===== src/rtl/line_edit_buffer_macros.svh =====
// Assertion helpers for the line editor RTL.
`ifndef LINE_EDIT_BUFFER_MACROS_SVH
`define LINE_EDIT_BUFFER_MACROS_SVH

// Check a property on every rising clock edge outside reset.
`define LEB_ASSERT(label, prop, msg) \
   label: assert property (@(posedge clock) disable iff (reset) (prop)) else $error(msg);

// Check that a condition holds in the cycle after a trigger.
`define LEB_ASSERT_NEXT(label, trig, cons, msg) \
   label: assert property (@(posedge clock) disable iff (reset) (trig) |=> (cons)) \
      else $error(msg);

`endif


===== src/rtl/leb_pkg.sv =====
`timescale 1ns / 1ps
package leb_pkg;

   localparam int LINE_CAP_DEF = 63;
   localparam int POS_W        = 6;
   localparam int BYTE_W       = 8;

   localparam logic [BYTE_W-1:0] SPACE_BYTE = 8'h20;

   typedef enum logic [2:0] {
      CMD_CHAR   = 3'd0,
      CMD_LEFT   = 3'd1,
      CMD_RIGHT  = 3'd2,
      CMD_BACKSP = 3'd3,
      CMD_RETURN = 3'd4,
      CMD_TAB    = 3'd5
   } cmd_type;

   typedef enum logic [1:0] {
      ST_DONE    = 2'd0,
      ST_IGNORED = 2'd1,
      ST_FULL    = 2'd2,
      ST_EMPTY   = 2'd3
   } status_type;

   typedef enum logic {
      KIND_EDIT = 1'b0,
      KIND_BYTE = 1'b1
   } kind_type;

   typedef enum logic [1:0] {
      CHAIN_HOLD,
      CHAIN_INSERT,
      CHAIN_DELETE,
      CHAIN_SHIFT_OUT
   } chain_op_type;

   typedef enum logic {
      FSM_IDLE,
      FSM_EMIT
   } fsm_state_type;

   typedef struct packed {
      logic [2:0]        cmd;
      logic [BYTE_W-1:0] key_byte;
   } req_type;

   typedef struct packed {
      logic              kind;
      logic [1:0]        status;
      logic [POS_W-1:0]  cursor_pos;
      logic [POS_W-1:0]  line_len;
      logic [BYTE_W-1:0] line_byte;
      logic              token_start;
      logic              last;
   } rsp_type;

   // Broadcast from the controller to every cell of the row.
   typedef struct packed {
      chain_op_type      op;
      logic [POS_W-1:0]  cursor;
      logic [BYTE_W-1:0] key;
   } chain_ctrl_type;

endpackage


===== src/rtl/line_edit_buffer.sv =====
`timescale 1ns / 1ps
// Keyboard line editor. Each request word carries one key command; the line is held in a
// row of LINE_CAP byte cells, and an insert, tab or backspace moves the affected bytes one
// cell over, all cells at once. Insert, tab, left, right, backspace and unknown commands
// each give one status response word with the new cursor and length. Return gives one
// response word per stored byte, drained from cell 0 while the row shifts toward it, and
// takes no new request until the last byte is out; an empty line gives a single status
// word. A new request is taken once the previous one is fully drained and the response
// register is free or being read in the same cycle.
module line_edit_buffer
   import leb_pkg::*;
#(
   parameter int LINE_CAP = LINE_CAP_DEF
) (
   input  logic    clock,
   input  logic    reset,
   input  logic    req_valid,
   output logic    req_ready,
   input  req_type req_data,
   output logic    rsp_valid,
   input  logic    rsp_ready,
   output rsp_type rsp_data
);

`include "line_edit_buffer_macros.svh"

   localparam logic [POS_W-1:0] CAP_POS = POS_W'(LINE_CAP);

   fsm_state_type     state_ff, state_in;
   logic [POS_W-1:0]  cursor_ff, cursor_in;
   logic [POS_W-1:0]  length_ff, length_in;
   logic [POS_W-1:0]  emit_cnt_ff, emit_cnt_in;
   logic              prev_sep_ff, prev_sep_in;
   logic              rsp_valid_ff, rsp_valid_in;
   rsp_type           rsp_ff, rsp_in;
   chain_ctrl_type    ctrl;
   logic              out_free;
   logic              head_sep;
   logic [BYTE_W-1:0] head_byte;
   logic [BYTE_W-1:0] cell_bytes [LINE_CAP];

   // Row of byte cells; neighbors past the ends read as zero.
   for (genvar g = 0; g < LINE_CAP; g++) begin : g_cell
      logic [BYTE_W-1:0] left_w;
      logic [BYTE_W-1:0] right_w;
      if (g == 0) begin : g_first
         assign left_w = '0;
      end else begin : g_mid_l
         assign left_w = cell_bytes[g-1];
      end
      if (g == LINE_CAP - 1) begin : g_last
         assign right_w = '0;
      end else begin : g_mid_r
         assign right_w = cell_bytes[g+1];
      end
      leb_cell #(
         .INDEX(g)
      ) u_cell (
         .clock      (clock),
         .ctrl       (ctrl),
         .left_byte  (left_w),
         .right_byte (right_w),
         .cell_byte  (cell_bytes[g])
      );
   end

   assign head_byte = cell_bytes[0];
   // a space or a zero byte separates tokens
   assign head_sep  = (head_byte == SPACE_BYTE) || (head_byte == '0);
   assign out_free  = !rsp_valid_ff || rsp_ready;

   always_comb begin
      state_in     = state_ff;
      cursor_in    = cursor_ff;
      length_in    = length_ff;
      emit_cnt_in  = emit_cnt_ff;
      prev_sep_in  = prev_sep_ff;
      rsp_valid_in = rsp_valid_ff && !rsp_ready;
      rsp_in       = rsp_ff;
      ctrl.op      = CHAIN_HOLD;
      ctrl.cursor  = cursor_ff;
      ctrl.key     = req_data.key_byte;
      req_ready    = 1'b0;

      unique case (state_ff)
         FSM_IDLE: begin
            req_ready = out_free;
            if (req_valid && out_free) begin
               rsp_in.kind        = KIND_EDIT;
               rsp_in.status      = ST_IGNORED;
               rsp_in.line_byte   = '0;
               rsp_in.token_start = 1'b0;
               rsp_in.last        = 1'b1;
               rsp_valid_in       = 1'b1;
               unique case (req_data.cmd)
                  CMD_CHAR, CMD_TAB: begin
                     if (length_ff >= CAP_POS) begin
                        // drop the key at capacity
                        rsp_in.status = ST_FULL;
                     end else begin
                        ctrl.op = CHAIN_INSERT;
                        if (req_data.cmd == CMD_TAB) begin
                           ctrl.key = SPACE_BYTE;
                        end
                        cursor_in     = cursor_ff + 1'b1;
                        length_in     = length_ff + 1'b1;
                        rsp_in.status = ST_DONE;
                     end
                  end
                  CMD_LEFT: begin
                     if (cursor_ff != '0) begin
                        cursor_in     = cursor_ff - 1'b1;
                        rsp_in.status = ST_DONE;
                     end
                  end
                  CMD_RIGHT: begin
                     if (cursor_ff < length_ff) begin
                        cursor_in     = cursor_ff + 1'b1;
                        rsp_in.status = ST_DONE;
                     end
                  end
                  CMD_BACKSP: begin
                     if (cursor_ff != '0) begin
                        ctrl.op       = CHAIN_DELETE;
                        cursor_in     = cursor_ff - 1'b1;
                        length_in     = length_ff - 1'b1;
                        rsp_in.status = ST_DONE;
                     end
                  end
                  CMD_RETURN: begin
                     cursor_in = '0;
                     length_in = '0;
                     if (length_ff == '0) begin
                        rsp_in.status = ST_EMPTY;
                     end else begin
                        // no word yet: the line drains from cell 0 starting next cycle
                        rsp_valid_in = rsp_valid_ff && !rsp_ready;
                        emit_cnt_in  = length_ff;
                        prev_sep_in  = 1'b1;
                        state_in     = FSM_EMIT;
                     end
                  end
                  default: rsp_in.status = ST_IGNORED;
               endcase
               rsp_in.cursor_pos = cursor_in;
               rsp_in.line_len   = length_in;
            end
         end
         FSM_EMIT: begin
            if (out_free) begin
               // advance the row one cell toward the head and hand out the head byte, a separator as zero
               ctrl.op            = CHAIN_SHIFT_OUT;
               rsp_valid_in       = 1'b1;
               rsp_in.kind        = KIND_BYTE;
               rsp_in.status      = ST_DONE;
               rsp_in.cursor_pos  = '0;
               rsp_in.line_len    = '0;
               rsp_in.line_byte   = head_sep ? '0 : head_byte;
               rsp_in.token_start = !head_sep && prev_sep_ff;
               rsp_in.last        = (emit_cnt_ff == POS_W'(1));
               prev_sep_in        = head_sep;
               emit_cnt_in        = emit_cnt_ff - 1'b1;
               if (emit_cnt_ff == POS_W'(1)) begin
                  state_in = FSM_IDLE;
               end
            end
         end
         default: state_in = FSM_IDLE;
      endcase
   end

   // control state
   always_ff @(posedge clock) begin
      if (reset) begin
         state_ff     <= FSM_IDLE;
         cursor_ff    <= '0;
         length_ff    <= '0;
         emit_cnt_ff  <= '0;
         prev_sep_ff  <= 1'b1;
         rsp_valid_ff <= 1'b0;
      end else begin
         state_ff     <= state_in;
         cursor_ff    <= cursor_in;
         length_ff    <= length_in;
         emit_cnt_ff  <= emit_cnt_in;
         prev_sep_ff  <= prev_sep_in;
         rsp_valid_ff <= rsp_valid_in;
      end
   end

   // response payload
   always_ff @(posedge clock) begin
      rsp_ff <= rsp_in;
   end

   assign rsp_valid = rsp_valid_ff;
   assign rsp_data  = rsp_ff;

   `LEB_ASSERT(a_cursor_in_line, cursor_ff <= length_ff, "cursor past end of line")
   `LEB_ASSERT(a_length_cap, length_ff <= CAP_POS, "line length above capacity")
   `LEB_ASSERT(a_emit_count, (state_ff != FSM_EMIT) || (emit_cnt_ff != '0),
      "drain with no bytes left")
   `LEB_ASSERT_NEXT(a_emit_clears, (state_ff == FSM_EMIT),
      (cursor_ff == '0) && (length_ff == '0), "line not cleared while draining")

endmodule


===== src/rtl/leb_cell.sv =====
`timescale 1ns / 1ps
module leb_cell
   import leb_pkg::*;
#(
   parameter int INDEX = 0
) (
   input  logic              clock,
   input  chain_ctrl_type    ctrl,
   input  logic [BYTE_W-1:0] left_byte,
   input  logic [BYTE_W-1:0] right_byte,
   output logic [BYTE_W-1:0] cell_byte
);

   localparam logic [POS_W-1:0] MY_POS   = POS_W'(INDEX);
   localparam logic [POS_W-1:0] NEXT_POS = POS_W'(INDEX + 1);

   logic [BYTE_W-1:0] cell_byte_ff;
   logic [BYTE_W-1:0] cell_byte_in;

   always_comb begin
      cell_byte_in = cell_byte_ff;
      unique case (ctrl.op)
         CHAIN_INSERT: begin
            // cell at the cursor takes the key, cells past it take the left neighbor
            if (MY_POS == ctrl.cursor) begin
               cell_byte_in = ctrl.key;
            end else if (MY_POS > ctrl.cursor) begin
               cell_byte_in = left_byte;
            end
         end
         CHAIN_DELETE: begin
            // drop the byte before the cursor: cells from there on pull from the right
            if (NEXT_POS >= ctrl.cursor) begin
               cell_byte_in = right_byte;
            end
         end
         CHAIN_SHIFT_OUT: cell_byte_in = right_byte;
         CHAIN_HOLD:      cell_byte_in = cell_byte_ff;
         default:         cell_byte_in = cell_byte_ff;
      endcase
   end

   always_ff @(posedge clock) begin
      cell_byte_ff <= cell_byte_in;
   end

   assign cell_byte = cell_byte_ff;

endmodule

===== config.mk =====
export PLATFORM = sky130hd
export DESIGN_NAME = line_edit_buffer
export DESIGN_NICKNAME = d
export VERILOG_FILES = /design/src/rtl/leb_pkg.sv /design/src/rtl/line_edit_buffer.sv /design/src/rtl/leb_cell.sv
export VERILOG_INCLUDE_DIRS = /design/src /design/src/rtl
export SDC_FILE = /design/constraint.sdc
export NUM_CORES = 2
export LEC_CHECK = 0
export BUFFER_PORTS_ARGS = -buffer_cell sky130_fd_sc_hd__buf_2
export CORE_MARGIN = 2
export CORE_UTILIZATION = 50
export CTS_CLUSTER_DIAMETER = 60
export DETAILED_ROUTE_END_ITERATION = 6
export HOLD_SLACK_MARGIN = 0.08
export PLACE_DENSITY = 0.66
export SYNTH_ARGS = -nofsm -noshare
export SYNTH_HDL_FRONTEND = slang
export SYNTH_SLANG_ARGS = --single-unit

===== constraint.sdc =====
create_clock -name clock -period 5.4 [get_ports clock]
set_input_delay 0.27 -clock clock [delete_from_list [all_inputs] [get_ports clock]]
set_output_delay 0.27 -clock clock [all_outputs]
set_load 0.05 [all_outputs]

==> flow_summary.ini <==
[synth]
synth-warning-count = 0
netlist_area_um2 = 29900
synth_largest_type_area_fraction_pct = 53.1
syn_avg_cell_area_um2 = 9.13
post-synth-top-count-cell = sky130_fd_sc_hd__nand2_1
synth_enable_flop_cells = 529
asyncSetResetFlopFracSynth_pct = 0
synth_top_cell_by_area = sky130_fd_sc_hd__edfxtp_1
post_synth_main_area_contributors = sky130_fd_sc_hd__edfxtp_1 (53%), sky130_fd_sc_hd__nand2_1 (7.6%), sky130_fd_sc_hd__a21oi_1 (7.3%), sky130_fd_sc_hd__o21ai_0 (6.7%), sky130_fd_sc_hd__nor2_1 (5.5%)
synth.distinct_cells = 68
yosys_most_used_dff = sky130_fd_sc_hd__edfxtp_1
postSynthNetCount = 3309
synth_commonest_cells = sky130_fd_sc_hd__nand2_1 (604), sky130_fd_sc_hd__edfxtp_1 (529), sky130_fd_sc_hd__nor2_1 (440), sky130_fd_sc_hd__a21oi_1 (436), sky130_fd_sc_hd__o21ai_0 (399)
synth_sequential_area_ratio_pct = 54.5
synthesis.instances = 3280
post_synthesis_register_bit_count = 550

[route]
detail-route-antenna-nets = 0
detailroute.via_count = 24400
route.final.wire_length_um = 87800
firstDrtPassIters = 6
drt_initial_violations = 3182
detail_route.drc_violations = 0
post_drt_via_cell_ratio = 6.13
wl_per_cell_um = 22.1

[place]
buffer_ports.inserted = 41
post-dp-hpwl_um = 58600
place.gp.congestion = 0.952

[timing]
fin_setup_tns_ps = 0
pin_slew_with_the_least_headroom_to_its_limit_ps = 1390
layout_min_cycle_time_ps = 4360
skew_ps = 30.4
max_freq_mhz = 229
final_hold_viols = 0
slew_viol_final = 0
slew_headroom_pct = 6.48
final-setup-viol-count = 0
rsz_0062_raised_after_global_routing = no
share_of_the_clock_period_used_by_the_worst_path_after_layout_pct = 80.8

[grt]
globalRouteMet1Util_pct = 39.4
grt_first_pass_wirelength_um = 136000
grt_start_max_net_pins = 238
final_global_route_overflow_total = 0
gr-usage-all-layers_pct = 27.7
first_global_vias = 23300
gr-max-usage-layer = met2
grt.met3_usage_pct = 5.22
grt_antenna_before_repair = 1
grt_util_met2_pct = 42.1

[floorplan]
fp.dieH_um = 249
die_w_um = 249
core_region_area_um2 = 59100
dieArea_um2 = 61800
start_util_pct = 50.6
placement_rows = 89
num_io_pins = 42

[critical_path]
critical_path.cell_chain = inv_1, ha_1, buf_4, a21oi_2, nand3_2, nand2_8, buf_4, o21ai_0
reg2reg_depth = 8
crit_path_max_fanout = 116
timing.critical_path.arrival_ps = 4680
timing.critical_path.required_ps = 5720
worst_setup_path_start_kind = register
critical_path_class = reg2reg
cell_with_the_largest_stage_delay_on_the_worst_path = sky130_fd_sc_hd__buf_4
critical-path-max-stage-delay_ps = 840
timing.critical_path.to_type = register
critical_path.most_common_cell = sky130_fd_sc_hd__buf_4
critPathTopFamily = buffers and inverters
worstReg2RegEnd = g_cell[20].u_cell.cell_byte[3]
worst_r2r_startpoint = cursor_ff[1]
critPathBufInv = 3
r2r_setup_slack_ps = 1040

[clock_network]
holdBufCountCts = 2
post_cts.resized_instances = 0
clock_tree.buffer_depth = 3
cts.sinks = 550
cts.clk_slew.worst_paths_ps = 60
cts-root-buf = sky130_fd_sc_hd__clkbuf_16
cts_buffers = 59
cts_setup_buffers = 0
clock_latency_ps = 640
tritoncts = done
cts-htree-levels = 2

[pwr]
max-vdd-ir-drop_mv = 0.263
p_total_mw = 10.6
power-per-cell-area_nw_per_um2 = 329
p_leak_nw = 10.2

[hold_path]
hp-class = in2reg
worst_hold_startpoint = rsp_ready
min_delay_path_depth = 5
min_delay_worst_endpoint = rsp_valid

[cells_and_area]
seqCellArea_um2 = 16300
multi_input_gate_area_in_the_final_layout_um2 = 12300
layout_nets = 3190
final.fill_count = 5205
flow.area_growth_from_synthesis_pct = 7.35
drive_above_1_share_pct = 6.84

[status]
outcome = complete, no violations

[run]
timing.max_cap.violations = 0
-- through the flow --
step / instance area, um^2 / hold slack (ps) / instances / util [%] / setup WS, ps
finish: 32100 / 234 / 3978 / 54.3 / 1040
CTS: 32100 / 205 / 3977 / 54.3 / 1190
floorplan: 29900 / 427 / 3280 / - / 2250
detailed placement: 30300 / 446 / 3871 / 51.3 / 1190
global placement: 30300 / 435 / 3871 / 51.3 / 1440
global route: 32100 / 273 / 3978 / 54.3 / 774
-- metal layers --
metal / routed length (um) / vias up
li1: - / 11400
met3: 8550 / 220
met5: 0 / -
met4: 3120 / 0
met1: 37400 / 11600
met2: 38700 / 1166
-- worst max path at each step --
| stage | from | end | slack [ps] | cells after the start |
|---|---|---|---|---|
| 5_1_grt | cursor_ff[1] | g_cell[20].u_cell.cell_byte[3] | 770 | 8 |
| 2_1_floorplan | cursor_ff[1] | g_cell[49].u_cell.cell_byte[0] | 2250 | 10 |
| 6_report | cursor_ff[1] | g_cell[20].u_cell.cell_byte[3] | 1040 | 8 |
| 4_1_cts | cursor_ff[1] | g_cell[20].u_cell.cell_byte[3] | 1190 | 8 |
| 3_3_place_gp | cursor_ff[1] | g_cell[22].u_cell.cell_byte[7] | 1440 | 8 |
| 3_5_place_dp | cursor_ff[1] | g_cell[20].u_cell.cell_byte[3] | 1190 | 8 |
-- cell families (layout without fill, tap and decap cells) --
logic type                 Yosys count  count (layout)  synth area share (%)
muxes                              128             128                  4.28
xor gates and xnor gates             7               7                 0.205
AOI/OAI and AO/OA                 1087            1087                  19.5
DFF                                550             550                  54.5
other                                0               1                     0
adders and majority gates           14              14                 0.585
buffers and inverters              290             214                  4.49
and+or+nand+nor                   1204            1204                  16.5
-- cell usage in the layout (no fill, tap or decap), types with 16 or more instances in the layout --
master / netlist / final
sky130_fd_sc_hd__edfxtp_1: 529 / 529
sky130_fd_sc_hd__clkinv_1: 4 / 17
sky130_fd_sc_hd__clkbuf_1: 130 / 16
sky130_fd_sc_hd__nor2_1: 440 / 438
sky130_fd_sc_hd__nand2_1: 604 / 604
sky130_fd_sc_hd__and2_1: 20 / 20
sky130_fd_sc_hd__clkbuf_16: 0 / 60
sky130_fd_sc_hd__nor3_1: 17 / 16
sky130_fd_sc_hd__nand3_1: 30 / 30
sky130_fd_sc_hd__dfxtp_1: 21 / 21
sky130_fd_sc_hd__a31oi_1: 25 / 25
sky130_fd_sc_hd__buf_4: 12 / 50
sky130_fd_sc_hd__a21oi_1: 436 / 436
sky130_fd_sc_hd__mux2i_1: 128 / 128
sky130_fd_sc_hd__o21ai_0: 399 / 399
sky130_fd_sc_hd__o21ai_1: 133 / 132
sky130_fd_sc_hd__buf_2: 120 / 41
-- report_power, final --
part           switching [mW]  leakage (nW)  internal [mW]
registers               0.185          5.07           5.13
clock network            1.70         0.875           2.19
logic                   0.984          4.21          0.365
total                    2.87          10.2           7.69
-- flip-flops by register name, summed over array words and instances (netlist names) --
signal	cells
cursor_ff	6
g_cell.u_cell.cell_byte	504
emit_cnt_ff	6
prev_sep_ff	1
state_ff	1
rsp_valid	1
rsp_data	25
length_ff	6
-- layout make-up --
class                           count  area share [%]
Tap cell                          773            3.01
Antenna cell                        1         0.00779
Timing Repair Buffer               96            2.06
Clock inverter                     26           0.654
Inverter                           14           0.164
Sequential cell                   550            50.7
Multi-Input combinational cell   2440            38.4
Clock buffer                       78            4.94
-- worst min-delay path, delay by kind of cell --
family	cells	cell delay, ps
AOI/OAI and AO/OA	1	140
buffers and inverters	1	90
and+or+nand+nor	3	320
Power figures use the tool's default switching activity.
